## config.mk

```make
export PLATFORM = sky130hd
export DESIGN_NAME = rgb_led_strip_frame_driver_core_flat
export DESIGN_NICKNAME = d
export VERILOG_FILES = /design/src/hw/rtl/rlsfd_pkg.sv /design/src/hw/rtl/rlsfd_if.sv /design/src/hw/rtl/rlsfd_cell.sv /design/src/hw/rtl/rlsfd_candle.sv /design/src/hw/rtl/rgb_led_strip_frame_driver_core.sv /design/src/flat_wrapper.sv
export SDC_FILE = /design/constraint.sdc
export NUM_CORES = 1
export LEC_CHECK = 0
export ABC_CLOCK_PERIOD_IN_PS = 4000
export BUFFER_PORTS_ARGS = -buffer_cell sky130_fd_sc_hd__buf_2
export CAP_MARGIN = 5
export CORE_MARGIN = 5
export CORE_UTILIZATION = 30
export CTS_BUF_LIST = sky130_fd_sc_hd__clkbuf_8
export CTS_CLUSTER_SIZE = 25
export DETAILED_ROUTE_END_ITERATION = 6
export PLACE_DENSITY = 0.47
export SYNTH_ARGS = -nofsm -noshare
export SYNTH_HDL_FRONTEND = slang
export SYNTH_SLANG_ARGS = --single-unit
```

## constraint.sdc

```tcl
create_clock -name i_clk -period 4 [get_ports i_clk]
set_input_delay 0.2 -clock i_clk [delete_from_list [all_inputs] [get_ports i_clk]]
set_output_delay 0.2 -clock i_clk [all_outputs]
set_load 0.05 [all_outputs]
```

## src/hw/rtl/rlsfd_pkg.sv

```systemverilog
// Shared types, command codes and constants of the LED strip frame driver.
// No dependencies; every other file of the block imports this package.
package rlsfd_pkg;

    localparam int unsigned PIX_IDX_W = 6;
    localparam int unsigned COLOR_W   = 8;
    localparam int unsigned BRI_W     = 5;
    localparam int unsigned CFG_IDX_W = 3;
    localparam int unsigned PAT_LEN   = 8;

    typedef enum logic [2:0] {
        CMD_CLEAR     = 3'd0,
        CMD_SET_COLOR = 3'd1,
        CMD_SET_BRI   = 3'd2,
        CMD_SET_RAW   = 3'd3,
        CMD_PATTERN   = 3'd4,
        CMD_CANDLE    = 3'd5,
        CMD_SHOW      = 3'd6
    } t_cmd;

    typedef enum logic [CFG_IDX_W-1:0] {
        CFG_CLEAR_BRI  = 3'd0,
        CFG_RED_LOW    = 3'd1,
        CFG_RED_HIGH   = 3'd2,
        CFG_GREEN_LOW  = 3'd3,
        CFG_GREEN_HIGH = 3'd4,
        CFG_BLUE_LOW   = 3'd5,
        CFG_BLUE_HIGH  = 3'd6
    } t_cfg_idx;

    typedef enum logic [2:0] {
        OP_HOLD,
        OP_CLEAR,
        OP_SET_COLOR,
        OP_SET_BRI,
        OP_SET_RAW,
        OP_PATTERN,
        OP_SHIFT,
        OP_ROTATE
    } t_cell_op;

    typedef enum logic [1:0] {
        ST_IDLE,
        ST_HEAD,
        ST_PIXEL,
        ST_TAIL
    } t_state;

    typedef struct packed {
        logic [COLOR_W-1:0] red;
        logic [COLOR_W-1:0] green;
        logic [COLOR_W-1:0] blue;
        logic [BRI_W-1:0]   bri;
    } t_pixel;

    // broadcast to every cell of the chain
    typedef struct packed {
        t_cell_op             op;
        logic [PIX_IDX_W-1:0] index;
        logic [COLOR_W-1:0]   red;
        logic [COLOR_W-1:0]   green;
        logic [COLOR_W-1:0]   blue;
        logic [BRI_W-1:0]     bri;
        logic [BRI_W-1:0]     clear_bri;
    } t_cell_ctl;

    typedef struct packed {
        logic [COLOR_W-1:0] red_low;
        logic [COLOR_W-1:0] red_high;
        logic [COLOR_W-1:0] green_low;
        logic [COLOR_W-1:0] green_high;
        logic [COLOR_W-1:0] blue_low;
        logic [COLOR_W-1:0] blue_high;
    } t_clamp_cfg;

    localparam logic [BRI_W-1:0]   CLEAR_BRI_RST  = 5'd30;
    localparam logic [COLOR_W-1:0] RED_LOW_RST    = 8'd220;
    localparam logic [COLOR_W-1:0] RED_HIGH_RST   = 8'd255;
    localparam logic [COLOR_W-1:0] GREEN_LOW_RST  = 8'd30;
    localparam logic [COLOR_W-1:0] GREEN_HIGH_RST = 8'd200;
    localparam logic [COLOR_W-1:0] BLUE_LOW_RST   = 8'd0;
    localparam logic [COLOR_W-1:0] BLUE_HIGH_RST  = 8'd12;

    // candle offsets as modulo-256 addends: -7, -5, -2
    localparam logic [COLOR_W-1:0] RED_BIAS   = 8'd249;
    localparam logic [COLOR_W-1:0] GREEN_BIAS = 8'd251;
    localparam logic [COLOR_W-1:0] BLUE_BIAS  = 8'd254;

    localparam logic [COLOR_W-1:0] FRAME_MARK = 8'hE0;
    localparam logic [COLOR_W-1:0] START_BYTE = 8'h00;
    localparam logic [COLOR_W-1:0] END_BYTE   = 8'hFF;

    function automatic logic [BRI_W-1:0] pattern_bri(input logic [2:0] idx);
        logic [BRI_W-1:0] v;
        case (idx)
            3'd0:    v = 5'd1;
            3'd1:    v = 5'd2;
            3'd2:    v = 5'd3;
            3'd3:    v = 5'd4;
            3'd4:    v = 5'd5;
            3'd5:    v = 5'd6;
            3'd6:    v = 5'd7;
            default: v = 5'd6;
        endcase
        return v;
    endfunction

    // with crossed limits, values above high get high and all others get low
    function automatic logic [COLOR_W-1:0] clamp8(input logic [COLOR_W-1:0] v,
                                                  input logic [COLOR_W-1:0] lo,
                                                  input logic [COLOR_W-1:0] hi);
        logic [COLOR_W-1:0] r;
        if (v > hi) begin
            r = hi;
        end else if (v < lo) begin
            r = lo;
        end else begin
            r = v;
        end
        return r;
    endfunction

endpackage

```

## src/hw/rtl/rlsfd_if.sv

```systemverilog
// Handshake channels of the LED strip frame driver: command, frame byte, config write.
// Depends on rlsfd_pkg for field widths.
interface rlsfd_in_if import rlsfd_pkg::*; ();
    logic                 valid;
    logic                 ready;
    logic [2:0]           cmd;
    logic [PIX_IDX_W-1:0] pixel_index;
    logic [COLOR_W-1:0]   red;
    logic [COLOR_W-1:0]   green;
    logic [COLOR_W-1:0]   blue;
    logic [BRI_W-1:0]     brightness;
    logic [31:0]          raw_word;
    logic [7:0]           random_byte;

    modport source (output valid, cmd, pixel_index, red, green, blue, brightness,
                    raw_word, random_byte, input ready);
    modport sink   (input valid, cmd, pixel_index, red, green, blue, brightness,
                    raw_word, random_byte, output ready);
endinterface

interface rlsfd_out_if import rlsfd_pkg::*; ();
    logic               valid;
    logic               ready;
    logic [COLOR_W-1:0] spi_byte;
    logic               last_byte;

    modport source (output valid, spi_byte, last_byte, input ready);
    modport sink   (input valid, spi_byte, last_byte, output ready);
endinterface

interface rlsfd_cfg_if import rlsfd_pkg::*; ();
    logic                 valid;
    logic                 ready;
    logic [CFG_IDX_W-1:0] index;
    logic [COLOR_W-1:0]   data;

    modport source (output valid, index, data, input ready);
    modport sink   (input valid, index, data, output ready);
endinterface

```

## src/hw/rtl/rlsfd_cell.sv

```systemverilog
// One pixel cell of the chain: holds red, green, blue and brightness of one LED.
// Depends on rlsfd_pkg; gets upper neighbor colour on shift, whole pixel on rotate.
module rlsfd_cell import rlsfd_pkg::*; #(
    parameter int unsigned IDX = 0
) (
    input  logic      i_clk,
    input  logic      i_rst_n,
    input  t_cell_ctl i_ctl,
    input  t_pixel    i_next,
    output t_pixel    o_pix
);

    localparam bit HAS_PAT = (IDX < PAT_LEN);
    localparam logic [BRI_W-1:0] PAT_BRI = pattern_bri(3'(IDX % PAT_LEN));

    t_pixel r_pix;
    t_pixel n_pix;
    logic   hit;

    assign hit = (i_ctl.index == PIX_IDX_W'(IDX));

    always_comb begin
        n_pix = r_pix;
        case (i_ctl.op)
            OP_CLEAR: begin
                n_pix.red   = '0;
                n_pix.green = '0;
                n_pix.blue  = '0;
                n_pix.bri   = i_ctl.clear_bri;
            end
            OP_SET_COLOR: begin
                if (hit) begin
                    n_pix.red   = i_ctl.red;
                    n_pix.green = i_ctl.green;
                    n_pix.blue  = i_ctl.blue;
                end
            end
            OP_SET_BRI: begin
                if (hit) begin
                    n_pix.bri = i_ctl.bri;
                end
            end
            OP_SET_RAW: begin
                if (hit) begin
                    n_pix.red   = i_ctl.red;
                    n_pix.green = i_ctl.green;
                    n_pix.blue  = i_ctl.blue;
                    n_pix.bri   = i_ctl.bri;
                end
            end
            OP_PATTERN: begin
                if (HAS_PAT) begin
                    n_pix.bri = PAT_BRI;
                end
            end
            OP_SHIFT: begin
                // colour moves down, brightness stays
                n_pix.red   = i_next.red;
                n_pix.green = i_next.green;
                n_pix.blue  = i_next.blue;
            end
            OP_ROTATE: begin
                n_pix = i_next;
            end
            default: begin
                n_pix = r_pix;
            end
        endcase
    end

    always_ff @(posedge i_clk) begin
        if (!i_rst_n) begin
            r_pix <= '0;
        end else begin
            r_pix <= n_pix;
        end
    end

    assign o_pix = r_pix;

endmodule

```

## src/hw/rtl/rlsfd_candle.sv

```systemverilog
// New colour of the last pixel on a candle shift: random offsets, wrap, clamp.
// Depends on rlsfd_pkg for the clamp function and bias constants.
module rlsfd_candle import rlsfd_pkg::*; (
    input  t_pixel     i_pix,
    input  logic [7:0] i_rnd,
    input  t_clamp_cfg i_lim,
    output t_pixel     o_pix
);

    logic [COLOR_W-1:0] sum_red;
    logic [COLOR_W-1:0] sum_green;
    logic [COLOR_W-1:0] sum_blue;

    // 8-bit sums wrap on their own
    assign sum_red   = i_pix.red   + {4'b0, i_rnd[7:4]} + RED_BIAS;
    assign sum_green = i_pix.green + {5'b0, i_rnd[7:5]} + GREEN_BIAS;
    assign sum_blue  = i_pix.blue  + {6'b0, i_rnd[7:6]} + BLUE_BIAS;

    assign o_pix.red   = clamp8(sum_red, i_lim.red_low, i_lim.red_high);
    assign o_pix.green = clamp8(sum_green, i_lim.green_low, i_lim.green_high);
    assign o_pix.blue  = clamp8(sum_blue, i_lim.blue_low, i_lim.blue_high);
    assign o_pix.bri   = i_pix.bri;

endmodule

```

## src/hw/rtl/rgb_led_strip_frame_driver_core.sv

```systemverilog
// LED strip frame driver: a chain of LED_COUNT pixel cells, a show sequencer, config regs.
// Edit commands land at the accept edge; cmd in is taken only when idle.
// Show: accept enters the head state; 4*LED_COUNT+8 bytes in all then go at one per cycle
// while the sink takes them, limited by the single output register; the chain rotates
// once per pixel so cell 0 always feeds the byte mux. Next command after the last byte loads.
// Reset (synchronous, active low) zeroes every pixel and loads the register defaults.
module rgb_led_strip_frame_driver_core import rlsfd_pkg::*; #(
    parameter int unsigned LED_COUNT = 8
) (
    input  logic       i_clk,
    input  logic       i_rst_n,
    rlsfd_in_if.sink   i_in,
    rlsfd_out_if.source o_out,
    rlsfd_cfg_if.sink  i_cfg
);

    localparam int unsigned PIX_W = (LED_COUNT > 1) ? $clog2(LED_COUNT) : 1;
    localparam logic [PIX_W-1:0] PIX_LAST = PIX_W'(LED_COUNT - 1);

    t_state             r_state, n_state;
    logic [1:0]         r_cnt, n_cnt;
    logic [1:0]         r_sub, n_sub;
    logic [PIX_W-1:0]   r_pix, n_pix;
    logic               r_out_valid, n_out_valid;
    logic [COLOR_W-1:0] r_out_byte, n_out_byte;
    logic               r_out_last, n_out_last;

    logic [BRI_W-1:0]   r_clear_bri;
    t_clamp_cfg         r_lim;

    t_cell_ctl          ctl;
    t_pixel             w_pix [LED_COUNT];
    t_pixel             candle_pix;
    t_pixel             last_next;
    logic               adv;
    logic               in_acc;

    // ---------------- configuration ----------------
    assign i_cfg.ready = 1'b1;

    always_ff @(posedge i_clk) begin
        if (!i_rst_n) begin
            r_clear_bri      <= CLEAR_BRI_RST;
            r_lim.red_low    <= RED_LOW_RST;
            r_lim.red_high   <= RED_HIGH_RST;
            r_lim.green_low  <= GREEN_LOW_RST;
            r_lim.green_high <= GREEN_HIGH_RST;
            r_lim.blue_low   <= BLUE_LOW_RST;
            r_lim.blue_high  <= BLUE_HIGH_RST;
        end else if (i_cfg.valid) begin
            case (t_cfg_idx'(i_cfg.index))
                CFG_CLEAR_BRI:  r_clear_bri      <= i_cfg.data[BRI_W-1:0];
                CFG_RED_LOW:    r_lim.red_low    <= i_cfg.data;
                CFG_RED_HIGH:   r_lim.red_high   <= i_cfg.data;
                CFG_GREEN_LOW:  r_lim.green_low  <= i_cfg.data;
                CFG_GREEN_HIGH: r_lim.green_high <= i_cfg.data;
                CFG_BLUE_LOW:   r_lim.blue_low   <= i_cfg.data;
                CFG_BLUE_HIGH:  r_lim.blue_high  <= i_cfg.data;
                default: begin
                end
            endcase
        end
    end

    // ---------------- cell chain ----------------
    rlsfd_candle u_candle (
        .i_pix (w_pix[LED_COUNT-1]),
        .i_rnd (i_in.random_byte),
        .i_lim (r_lim),
        .o_pix (candle_pix)
    );

    // top of the chain: wrap around on show, candle colour on shift
    assign last_next = (ctl.op == OP_ROTATE) ? w_pix[0] : candle_pix;

    for (genvar g = 0; g < LED_COUNT; g++) begin : g_cell
        if (g == LED_COUNT - 1) begin : g_top
            rlsfd_cell #(.IDX(g)) u_cell (
                .i_clk   (i_clk),
                .i_rst_n (i_rst_n),
                .i_ctl   (ctl),
                .i_next  (last_next),
                .o_pix   (w_pix[g])
            );
        end else begin : g_mid
            rlsfd_cell #(.IDX(g)) u_cell (
                .i_clk   (i_clk),
                .i_rst_n (i_rst_n),
                .i_ctl   (ctl),
                .i_next  (w_pix[g+1]),
                .o_pix   (w_pix[g])
            );
        end
    end

    // ---------------- sequencer ----------------
    assign i_in.ready = (r_state == ST_IDLE);
    assign in_acc     = i_in.valid && (r_state == ST_IDLE);
    assign adv        = !r_out_valid || o_out.ready;

    always_comb begin
        n_state     = r_state;
        n_cnt       = r_cnt;
        n_sub       = r_sub;
        n_pix       = r_pix;
        n_out_valid = r_out_valid && !o_out.ready;
        n_out_byte  = r_out_byte;
        n_out_last  = r_out_last;

        ctl.op        = OP_HOLD;
        ctl.index     = i_in.pixel_index;
        ctl.clear_bri = r_clear_bri;
        if (t_cmd'(i_in.cmd) == CMD_SET_RAW) begin
            ctl.red   = i_in.raw_word[31:24];
            ctl.green = i_in.raw_word[23:16];
            ctl.blue  = i_in.raw_word[15:8];
            ctl.bri   = i_in.raw_word[4:0];
        end else begin
            ctl.red   = i_in.red;
            ctl.green = i_in.green;
            ctl.blue  = i_in.blue;
            ctl.bri   = i_in.brightness;
        end

        case (r_state)
            ST_IDLE: begin
                if (in_acc) begin
                    case (t_cmd'(i_in.cmd))
                        CMD_CLEAR:     ctl.op = OP_CLEAR;
                        CMD_SET_COLOR: ctl.op = OP_SET_COLOR;
                        CMD_SET_BRI:   ctl.op = OP_SET_BRI;
                        CMD_SET_RAW:   ctl.op = OP_SET_RAW;
                        CMD_PATTERN:   ctl.op = OP_PATTERN;
                        CMD_CANDLE:    ctl.op = OP_SHIFT;
                        CMD_SHOW: begin
                            n_state = ST_HEAD;
                            n_cnt   = '0;
                        end
                        default: begin
                        end
                    endcase
                end
            end
            ST_HEAD: begin
                if (adv) begin
                    n_out_valid = 1'b1;
                    n_out_byte  = START_BYTE;
                    n_out_last  = 1'b0;
                    n_cnt       = r_cnt + 2'd1;
                    if (r_cnt == 2'd3) begin
                        n_state = ST_PIXEL;
                        n_sub   = '0;
                        n_pix   = '0;
                    end
                end
            end
            ST_PIXEL: begin
                if (adv) begin
                    n_out_valid = 1'b1;
                    n_out_last  = 1'b0;
                    n_sub       = r_sub + 2'd1;
                    case (r_sub)
                        2'd0:    n_out_byte = FRAME_MARK | {3'b0, w_pix[0].bri};
                        2'd1:    n_out_byte = w_pix[0].blue;
                        2'd2:    n_out_byte = w_pix[0].green;
                        default: n_out_byte = w_pix[0].red;
                    endcase
                    if (r_sub == 2'd3) begin
                        // bring the next pixel to cell 0
                        ctl.op = OP_ROTATE;
                        n_pix  = r_pix + PIX_W'(1);
                        if (r_pix == PIX_LAST) begin
                            n_state = ST_TAIL;
                            n_cnt   = '0;
                        end
                    end
                end
            end
            ST_TAIL: begin
                if (adv) begin
                    n_out_valid = 1'b1;
                    n_out_byte  = END_BYTE;
                    n_out_last  = (r_cnt == 2'd3);
                    n_cnt       = r_cnt + 2'd1;
                    if (r_cnt == 2'd3) begin
                        n_state = ST_IDLE;
                    end
                end
            end
            default: begin
                n_state = ST_IDLE;
            end
        endcase
    end

    always_ff @(posedge i_clk) begin
        if (!i_rst_n) begin
            r_state     <= ST_IDLE;
            r_cnt       <= '0;
            r_sub       <= '0;
            r_pix       <= '0;
            r_out_valid <= 1'b0;
        end else begin
            r_state     <= n_state;
            r_cnt       <= n_cnt;
            r_sub       <= n_sub;
            r_pix       <= n_pix;
            r_out_valid <= n_out_valid;
        end
    end

    always_ff @(posedge i_clk) begin
        r_out_byte <= n_out_byte;
        r_out_last <= n_out_last;
    end

    assign o_out.valid     = r_out_valid;
    assign o_out.spi_byte  = r_out_byte;
    assign o_out.last_byte = r_out_last;

endmodule

```

## src/flat_wrapper.sv

```systemverilog
// flat-port wrapper written by rule: the top's interface ports become plain ports
module rgb_led_strip_frame_driver_core_flat import rlsfd_pkg::*;
#(
    parameter int unsigned LED_COUNT = 8
)
  (i_clk, i_rst_n, i_in_valid, i_in_cmd, i_in_pixel_index, i_in_red, i_in_green, i_in_blue, i_in_brightness, i_in_raw_word, i_in_random_byte, i_in_ready, o_out_valid, o_out_spi_byte, o_out_last_byte, o_out_ready, i_cfg_valid, i_cfg_index, i_cfg_data, i_cfg_ready);
  rlsfd_in_if i_in_i ();
  rlsfd_out_if o_out_i ();
  rlsfd_cfg_if i_cfg_i ();
  input  logic i_clk;
  input  logic i_rst_n;
  input wire logic [$bits(i_in_i.valid)-1:0] i_in_valid;
  input wire logic [$bits(i_in_i.cmd)-1:0] i_in_cmd;
  input wire logic [$bits(i_in_i.pixel_index)-1:0] i_in_pixel_index;
  input wire logic [$bits(i_in_i.red)-1:0] i_in_red;
  input wire logic [$bits(i_in_i.green)-1:0] i_in_green;
  input wire logic [$bits(i_in_i.blue)-1:0] i_in_blue;
  input wire logic [$bits(i_in_i.brightness)-1:0] i_in_brightness;
  input wire logic [$bits(i_in_i.raw_word)-1:0] i_in_raw_word;
  input wire logic [$bits(i_in_i.random_byte)-1:0] i_in_random_byte;
  output wire logic [$bits(i_in_i.ready)-1:0] i_in_ready;
  output wire logic [$bits(o_out_i.valid)-1:0] o_out_valid;
  output wire logic [$bits(o_out_i.spi_byte)-1:0] o_out_spi_byte;
  output wire logic [$bits(o_out_i.last_byte)-1:0] o_out_last_byte;
  input wire logic [$bits(o_out_i.ready)-1:0] o_out_ready;
  input wire logic [$bits(i_cfg_i.valid)-1:0] i_cfg_valid;
  input wire logic [$bits(i_cfg_i.index)-1:0] i_cfg_index;
  input wire logic [$bits(i_cfg_i.data)-1:0] i_cfg_data;
  output wire logic [$bits(i_cfg_i.ready)-1:0] i_cfg_ready;
  assign i_in_i.valid = i_in_valid;
  assign i_in_i.cmd = i_in_cmd;
  assign i_in_i.pixel_index = i_in_pixel_index;
  assign i_in_i.red = i_in_red;
  assign i_in_i.green = i_in_green;
  assign i_in_i.blue = i_in_blue;
  assign i_in_i.brightness = i_in_brightness;
  assign i_in_i.raw_word = i_in_raw_word;
  assign i_in_i.random_byte = i_in_random_byte;
  assign i_in_ready = i_in_i.ready;
  assign o_out_valid = o_out_i.valid;
  assign o_out_spi_byte = o_out_i.spi_byte;
  assign o_out_last_byte = o_out_i.last_byte;
  assign o_out_i.ready = o_out_ready;
  assign i_cfg_i.valid = i_cfg_valid;
  assign i_cfg_i.index = i_cfg_index;
  assign i_cfg_i.data = i_cfg_data;
  assign i_cfg_ready = i_cfg_i.ready;
  rgb_led_strip_frame_driver_core #(.LED_COUNT(LED_COUNT)) u_core (.i_clk(i_clk), .i_rst_n(i_rst_n), .i_in(i_in_i), .o_out(o_out_i), .i_cfg(i_cfg_i));
endmodule
```

**Word-level counts from Yosys, hierarchy flattened**

Cells that the tools add are included.

- Bits in latches: 0
- Bits in writable memories: 0
- Output and inout bits: 12
- Input port bits: 94
- Bits in read-only memories: 0
- Memories kept: 0
- Bits in registers: 304

- Magnitude comparators: 6
- Equal/unequal tests: 69
- Mux-type cells: 87
- Shifts and indexed selects: 0
- Bitwise gates (word level): 0
- $mul: 0
- Div/mod/pow operators: 0
- Add/sub/neg operators: 9
- Reduce and logical (&&, ||, !) cells: 48

Operator list:

| kind | count |
|---|---|
| $pmux 24 s4 | 8 |
| $mux 29 | 10 |
| $pmux 5 s5 | 8 |
| $mux 24 | 8 |
| $mux 8 | 9 |
| $reduce_and 3->1 | 17 |
| $ne 2x2->1 const B | 24 |
| $pmux 8 s3 | 2 |
| $mux 5 | 8 |
| $eq 3x3->1 const B | 11 |
| $mux 2 | 16 |
| $add 8x8->8 const B | 3 |
| $eq 6x3->1 const B | 4 |
| $gt 8x8->1 | 3 |
| $lt 8x8->1 | 3 |
| $ne 2x1->1 const B | 11 |
| $mux 3 | 7 |
| $eq 3x2->1 const B | 6 |
| $pmux 3 s6 | 1 |
| $reduce_and 2->1 | 7 |
| $eq 6x2->1 const B | 2 |
| $pmux 3 s2 | 2 |
| $eq 2x2->1 const B | 5 |
| $eq 3x1->1 const B | 3 |
| other kinds (28) | 41 |

**Logic depth before layout (Yosys ltp)**

- Word-level depth: 8
- Gate-level depth with buffers: 17
- Gate-level depth less buffers: 16

**Hierarchy**

A second synthesis with hierarchy kept.

- Cell total of the unflattened synthesis: 2890
- Area, all modules: 22540.4 um2

Modules (own cells, without submodules):

| module | instances | area each (um2) | cells an instance | seq. area each (um2) |
|---|---|---|---|---|
| rlsfd_cell at u_core.g_cell[1].g_mid.u_cell ... | 2 | 1978.1 | 258 | 580.6 |
| rgb_led_strip_frame_driver_core | 1 | 3860.0 | 505 | 1531.5 |
| rlsfd_candle | 1 | 2763.9 | 384 | 0.0 |
| rlsfd_cell at u_core.g_cell[4].g_mid.u_cell | 1 | 2038.2 | 246 | 580.6 |
| rlsfd_cell at u_core.g_cell[2].g_mid.u_cell | 1 | 2010.7 | 245 | 580.6 |
| rlsfd_cell at u_core.g_cell[0].g_mid.u_cell | 1 | 1983.2 | 259 | 580.6 |
| rlsfd_cell at u_core.g_cell[5].g_mid.u_cell | 1 | 1983.2 | 245 | 580.6 |
| rlsfd_cell at u_core.g_cell[7].g_top.u_cell | 1 | 1979.4 | 246 | 580.6 |
| rlsfd_cell at u_core.g_cell[6].g_mid.u_cell | 1 | 1965.6 | 244 | 580.6 |

**Worst setup path before layout**

Ideal clock, no wire load.

- Kind: flip-flop to flip-flop
- From: reg u_core.g_cell[7].g_top.u_cell.r_pix, in the netlist u_core.g_cell[7].g_top.u_cell.o_pix[14]
- To: reg u_core.g_cell[7].g_top.u_cell.r_pix, in the netlist u_core.g_cell[7].g_top.u_cell.o_pix[17]
- Path slack: 0.410 ns
- Arrival time: 3.465 ns
- Data required time: 3.875 ns
- Cell stages (with the launch flop): 16
- Clock period less this slack: 3.590 ns
- Setup time: 0.125 ns
- Cell sequence: dfxtp_1 inv_1 ha_1 inv_1 ha_1 fa_1 a211oi_1 o21bai_1 a21oi_1 xnor2_1 ha_1 a21o_1 o41ai_1 clkbuf_1 nor3b_1 o31ai_1

- Word-level cells in the longest chain between the ends: 7

RTL lines:

| element | line | source |
|---|---|---|
| start: declaration | rlsfd_cell.sv:16 | `t_pixel r_pix;` |
| start signal: assignment | rlsfd_cell.sv:75 | `r_pix <= n_pix;` |
| $add 8x3->8 * | rlsfd_candle.sv:16 | `assign sum_green = i_pix.green + {5'b0, i_rnd[7:5]} + GREEN_BIAS;` |
| $add 8x8->8 * | rlsfd_candle.sv:16 |  |
| $lt 8x8->1 | rlsfd_pkg.sv:115 | `end else if (v < lo) begin` |
| $mux 8 | rlsfd_pkg.sv:115 |  |
| $mux 8 * | rlsfd_pkg.sv:113 | `if (v > hi) begin` |
| $mux 29 * | rgb_led_strip_frame_driver_core.sv:74 | `assign last_next = (ctl.op == OP_ROTATE) ? w_pix[0] : candle_pix;` |
| $pmux 24 s4 * | rlsfd_cell.sv:24 | `case (i_ctl.op)` |

Every way passes the cells marked *; elsewhere a longest branch is shown, timed or not.
A chain may end at the register's enable or synchronous reset.

**Worst setup path in the final report**

- From: reg u_core.g_cell[7].g_top.u_cell.r_pix, in the netlist u_core.g_cell[7].g_top.u_cell.o_pix[22]
- To: reg u_core.g_cell[7].g_top.u_cell.r_pix, in the netlist u_core.g_cell[7].g_top.u_cell.o_pix[25]

- Word-level cells in the longest chain between the ends: 7

RTL lines:

| element | line | source |
|---|---|---|
| $add 8x4->8 * | rlsfd_candle.sv:15 | `assign sum_red = i_pix.red + {4'b0, i_rnd[7:4]} + RED_BIAS;` |
| $add 8x8->8 * | rlsfd_candle.sv:15 |  |
| $lt 8x8->1 | rlsfd_pkg.sv:115 |  |
| $mux 8 | rlsfd_pkg.sv:115 |  |
| $mux 8 * | rlsfd_pkg.sv:113 |  |
| $mux 29 * | rgb_led_strip_frame_driver_core.sv:74 |  |
| $pmux 24 s4 * | rlsfd_cell.sv:24 |  |

Marked as above.

==> results.yml <==
run_status:
  status: "complete, no violations"
clocking:
  clock_latency_ns: 0.64
  post_cts_buffers: 0
  root_buffer: "clkbuf_8"
  htree_levels: 2
  clk_pin_slew_ns: 0.06
  clk_path_buf_depth: 3
  tritoncts: "yes"
  cts.sinks: 304
  cts_buffers: 53
global_route:
  globalRouteOverflowTotal: 0
  grt_pass1_wl_mm: 78.8
  grt_pass1_vias: 13393
  grt_max_degree: 171
  antenna_found_initial: 3
  grt_usage: 0.172
logic_synthesis:
  synth_top_area_cell: "dfxtp_1"
  ys_seq_area_frac: 0.387
  synth_cells: 1912
  synth_edf_count: 9
  syn_area_mm2: 0.0159
  synthFlopType: "dfxtp_1"
  synth_area_per_cell_um2: 8.34
  yosysUniqueCellTypes: 73
  ys_top_cells_by_area: "dfxtp_1 37%, o211a_1 11%, a21oi_1 9.2%"
  async_flop_share: 0
  synth_top_area_frac: 0.370
  syn_nets: 2094
  ys_seq_elements: 304
  yosys_warnings: 0
placement:
  numPortBuffers: 97
  place_ws_ns: 0.0820
  dp_hpwl_mm: 36.5
  gp_congestion: 0.826
pwr:
  vdd_drop_max_v: 0.000324
  power_mw: 9.96
  pwr_density_cell_mw_per_mm2: 539
  power_leakage_nw: 9.04
run:
  maxCapViolCount: 0
timing:
  relSlewSlack: 0.189
  rsz0062_at_grt: "no"
  drv_slew: 0
  setup_violations: 0
  skew_ns: 0.0362
  setup_slack_ns: 0.215
  timing.fmax_mhz: 264
  tightest_slew_ns: 1.22
  hold_violations: 0
  period_minus_slack_ns: 3.78
  setup_tns_ns: 0
  post-route-period-util: 0.946
  holdWs_ns: 0.0766
final_layout:
  drive_gt1_frac: 0.130
  fin_util: 0.351
  final_common_cell: "nand2_1"
  synthToLayoutAreaGrowth_pct: 16.0
  final_nets: 2174
  mostFrequentLayoutCells: "371 x nand2_1, 295 x dfxtp_1, 285 x a21oi_1"
  n_fill_cell: 5511
setup_path:
  crit_path_start_kind: "flop"
  r2r_setup_slack_ns: 0.22
  cp-end-kind: "flop"
  path_cells: "ha_1, ha_1, fa_1, a211oi_1, o21bai_1, a21oi_2, xnor2_2, ha_1, a21o_1, a311oi_1, a211oi_1, buf_4, or2_1, a2111oi_2, a211oi_1"
  crit_family: "compound AO/OA/AOI/OAI gates"
  worst-setup-path-type: "flop to flop"
  critPathSlowestCell: "fa_1"
  arrival_ns: 4.30
  cp.required_ns: 4.52
  max_stage_delay_ns: 0.39
  cp_num_buf_inv: 1
  critPathMaxFanout: 6
route:
  wl_per_cell_um: 19.0
  ant_nets: 0
  dr.first_iter.drc_count: 1145
  via_per_inst: 5.23
  drc: 0
  wl_mm: 51.6
  num_vias: 14239
  firstDrtPassIters: 6
floorplan:
  die_area_mm2: 0.0579
  dieHeight_um: 241
  fp.dieW_um: 241
  initial_core_util: 0.303
  row_count: 84
  io_pins: 106
  core_mm2: 0.0527
hold_path:
  hp-class: "primary input to flop"
-- flip-flops by register name, indices dropped and copies added, names as in the netlist --
signal,count
u_core.g_cell.g_mid.u_cell.o_pix,203
u_core.g_cell.g_top.u_cell.o_pix,29
u_core.o_out.last_byte,1
u_core.o_out.spi_byte,8
u_core.o_out.valid,1
u_core.r_clear_bri,5
u_core.r_cnt,2
u_core.r_lim,48
u_core.r_pix,3
u_core.r_state,2
u_core.r_sub,2
-- cell usage after synthesis, types with 22 or more instances --
master	n
dfxtp_1	295
o21ai_0	74
o211ai_1	30
nand2_1	371
a21oi_1	293
ha_1	85
nor2_1	38
inv_1	96
a21boi_0	33
nand3_1	22
clkbuf_1	89
o211a_1	169
-- cell families (layout without fill, tap and decap cells) --
group | after synthesis | in the layout | share of synthesized area
compound gates | 735 | 735 | 0.319
flops | 304 | 304 | 0.387
other cells | 1 | 2 | 0.000235
buf+inv | 226 | 345 | 0.0563
fa+ha+maj | 88 | 88 | 0.0705
xor+xnor | 19 | 19 | 0.0104
mux | 29 | 29 | 0.0194
simple gates | 510 | 510 | 0.137
-- metrics by stage --
step	std cells	cell area, um^2
after global routing	2720	18500
after floorplan	1912	15900
after global placement	2616	17300
after detailed placement	2616	17300
after CTS	2719	18400
final	2720	18500
-- metal layers --
layer / up-vias / wire, um / track usage
met5: - / 26 / 0
met4: 4 / 1450 / 0.0512
met3: 83 / 2480 / 0.0287
met2: 292 / 23000 / 0.270
met1: 6826 / 24700 / 0.245
li1: 7034 / - / -
-- area by class of cell --
class | count | area, um^2 | area share
well taps | 688 | 861 | 0.0465
repair buffers | 155 | 1000 | 0.0542
inverters | 96 | 360 | 0.0195
multi-input cells | 1382 | 9030 | 0.488
clock inverters | 30 | 184 | 0.00994
flip-flops and latches | 304 | 6180 | 0.334
clock buffers | 64 | 881 | 0.0476
diodes | 1 | 2.50 | 0.000135
-- tightest hold or removal path: stages --
cell	delay, ns
buf_2	0.14
nand3_1	0.16
nand2_1	0.10
a21boi_0	0.07
-- report_power, final --
part           switching (mW)  internal, mW  total, mW  leakage [nW]
combinational            1.88          1.27       3.15          5.94
sequential              0.364          3.56       3.92          2.50
clock                    1.32          1.57       2.89         0.597
total                    3.57          6.39       9.96          9.04
-- timing repair --
action	CTS	global route
gates resized for setup	0	10
hold endpoints to repair	54	0
hold buffers	9	0
endpoints found under the setup margin	0	12
-- path summary, 6_finish.rpt --
| path | end | cells past startpoint | startpoint |
|---|---|---|---|
| worst max register to register | u_core.g_cell[7].g_top.u_cell.o_pix[25] | 15 | u_core.g_cell[7].g_top.u_cell.o_pix[22] |
| worst min-delay path | u_core.r_lim[29] | 4 | i_cfg_index[0] |
| worst min register to register | u_core.r_lim[13] | 2 | u_core.r_lim[13] |
| worst max-delay path | u_core.g_cell[7].g_top.u_cell.o_pix[25] | 15 | u_core.g_cell[7].g_top.u_cell.o_pix[22] |
No activity file was read; power rests on OpenSTA's default activity.
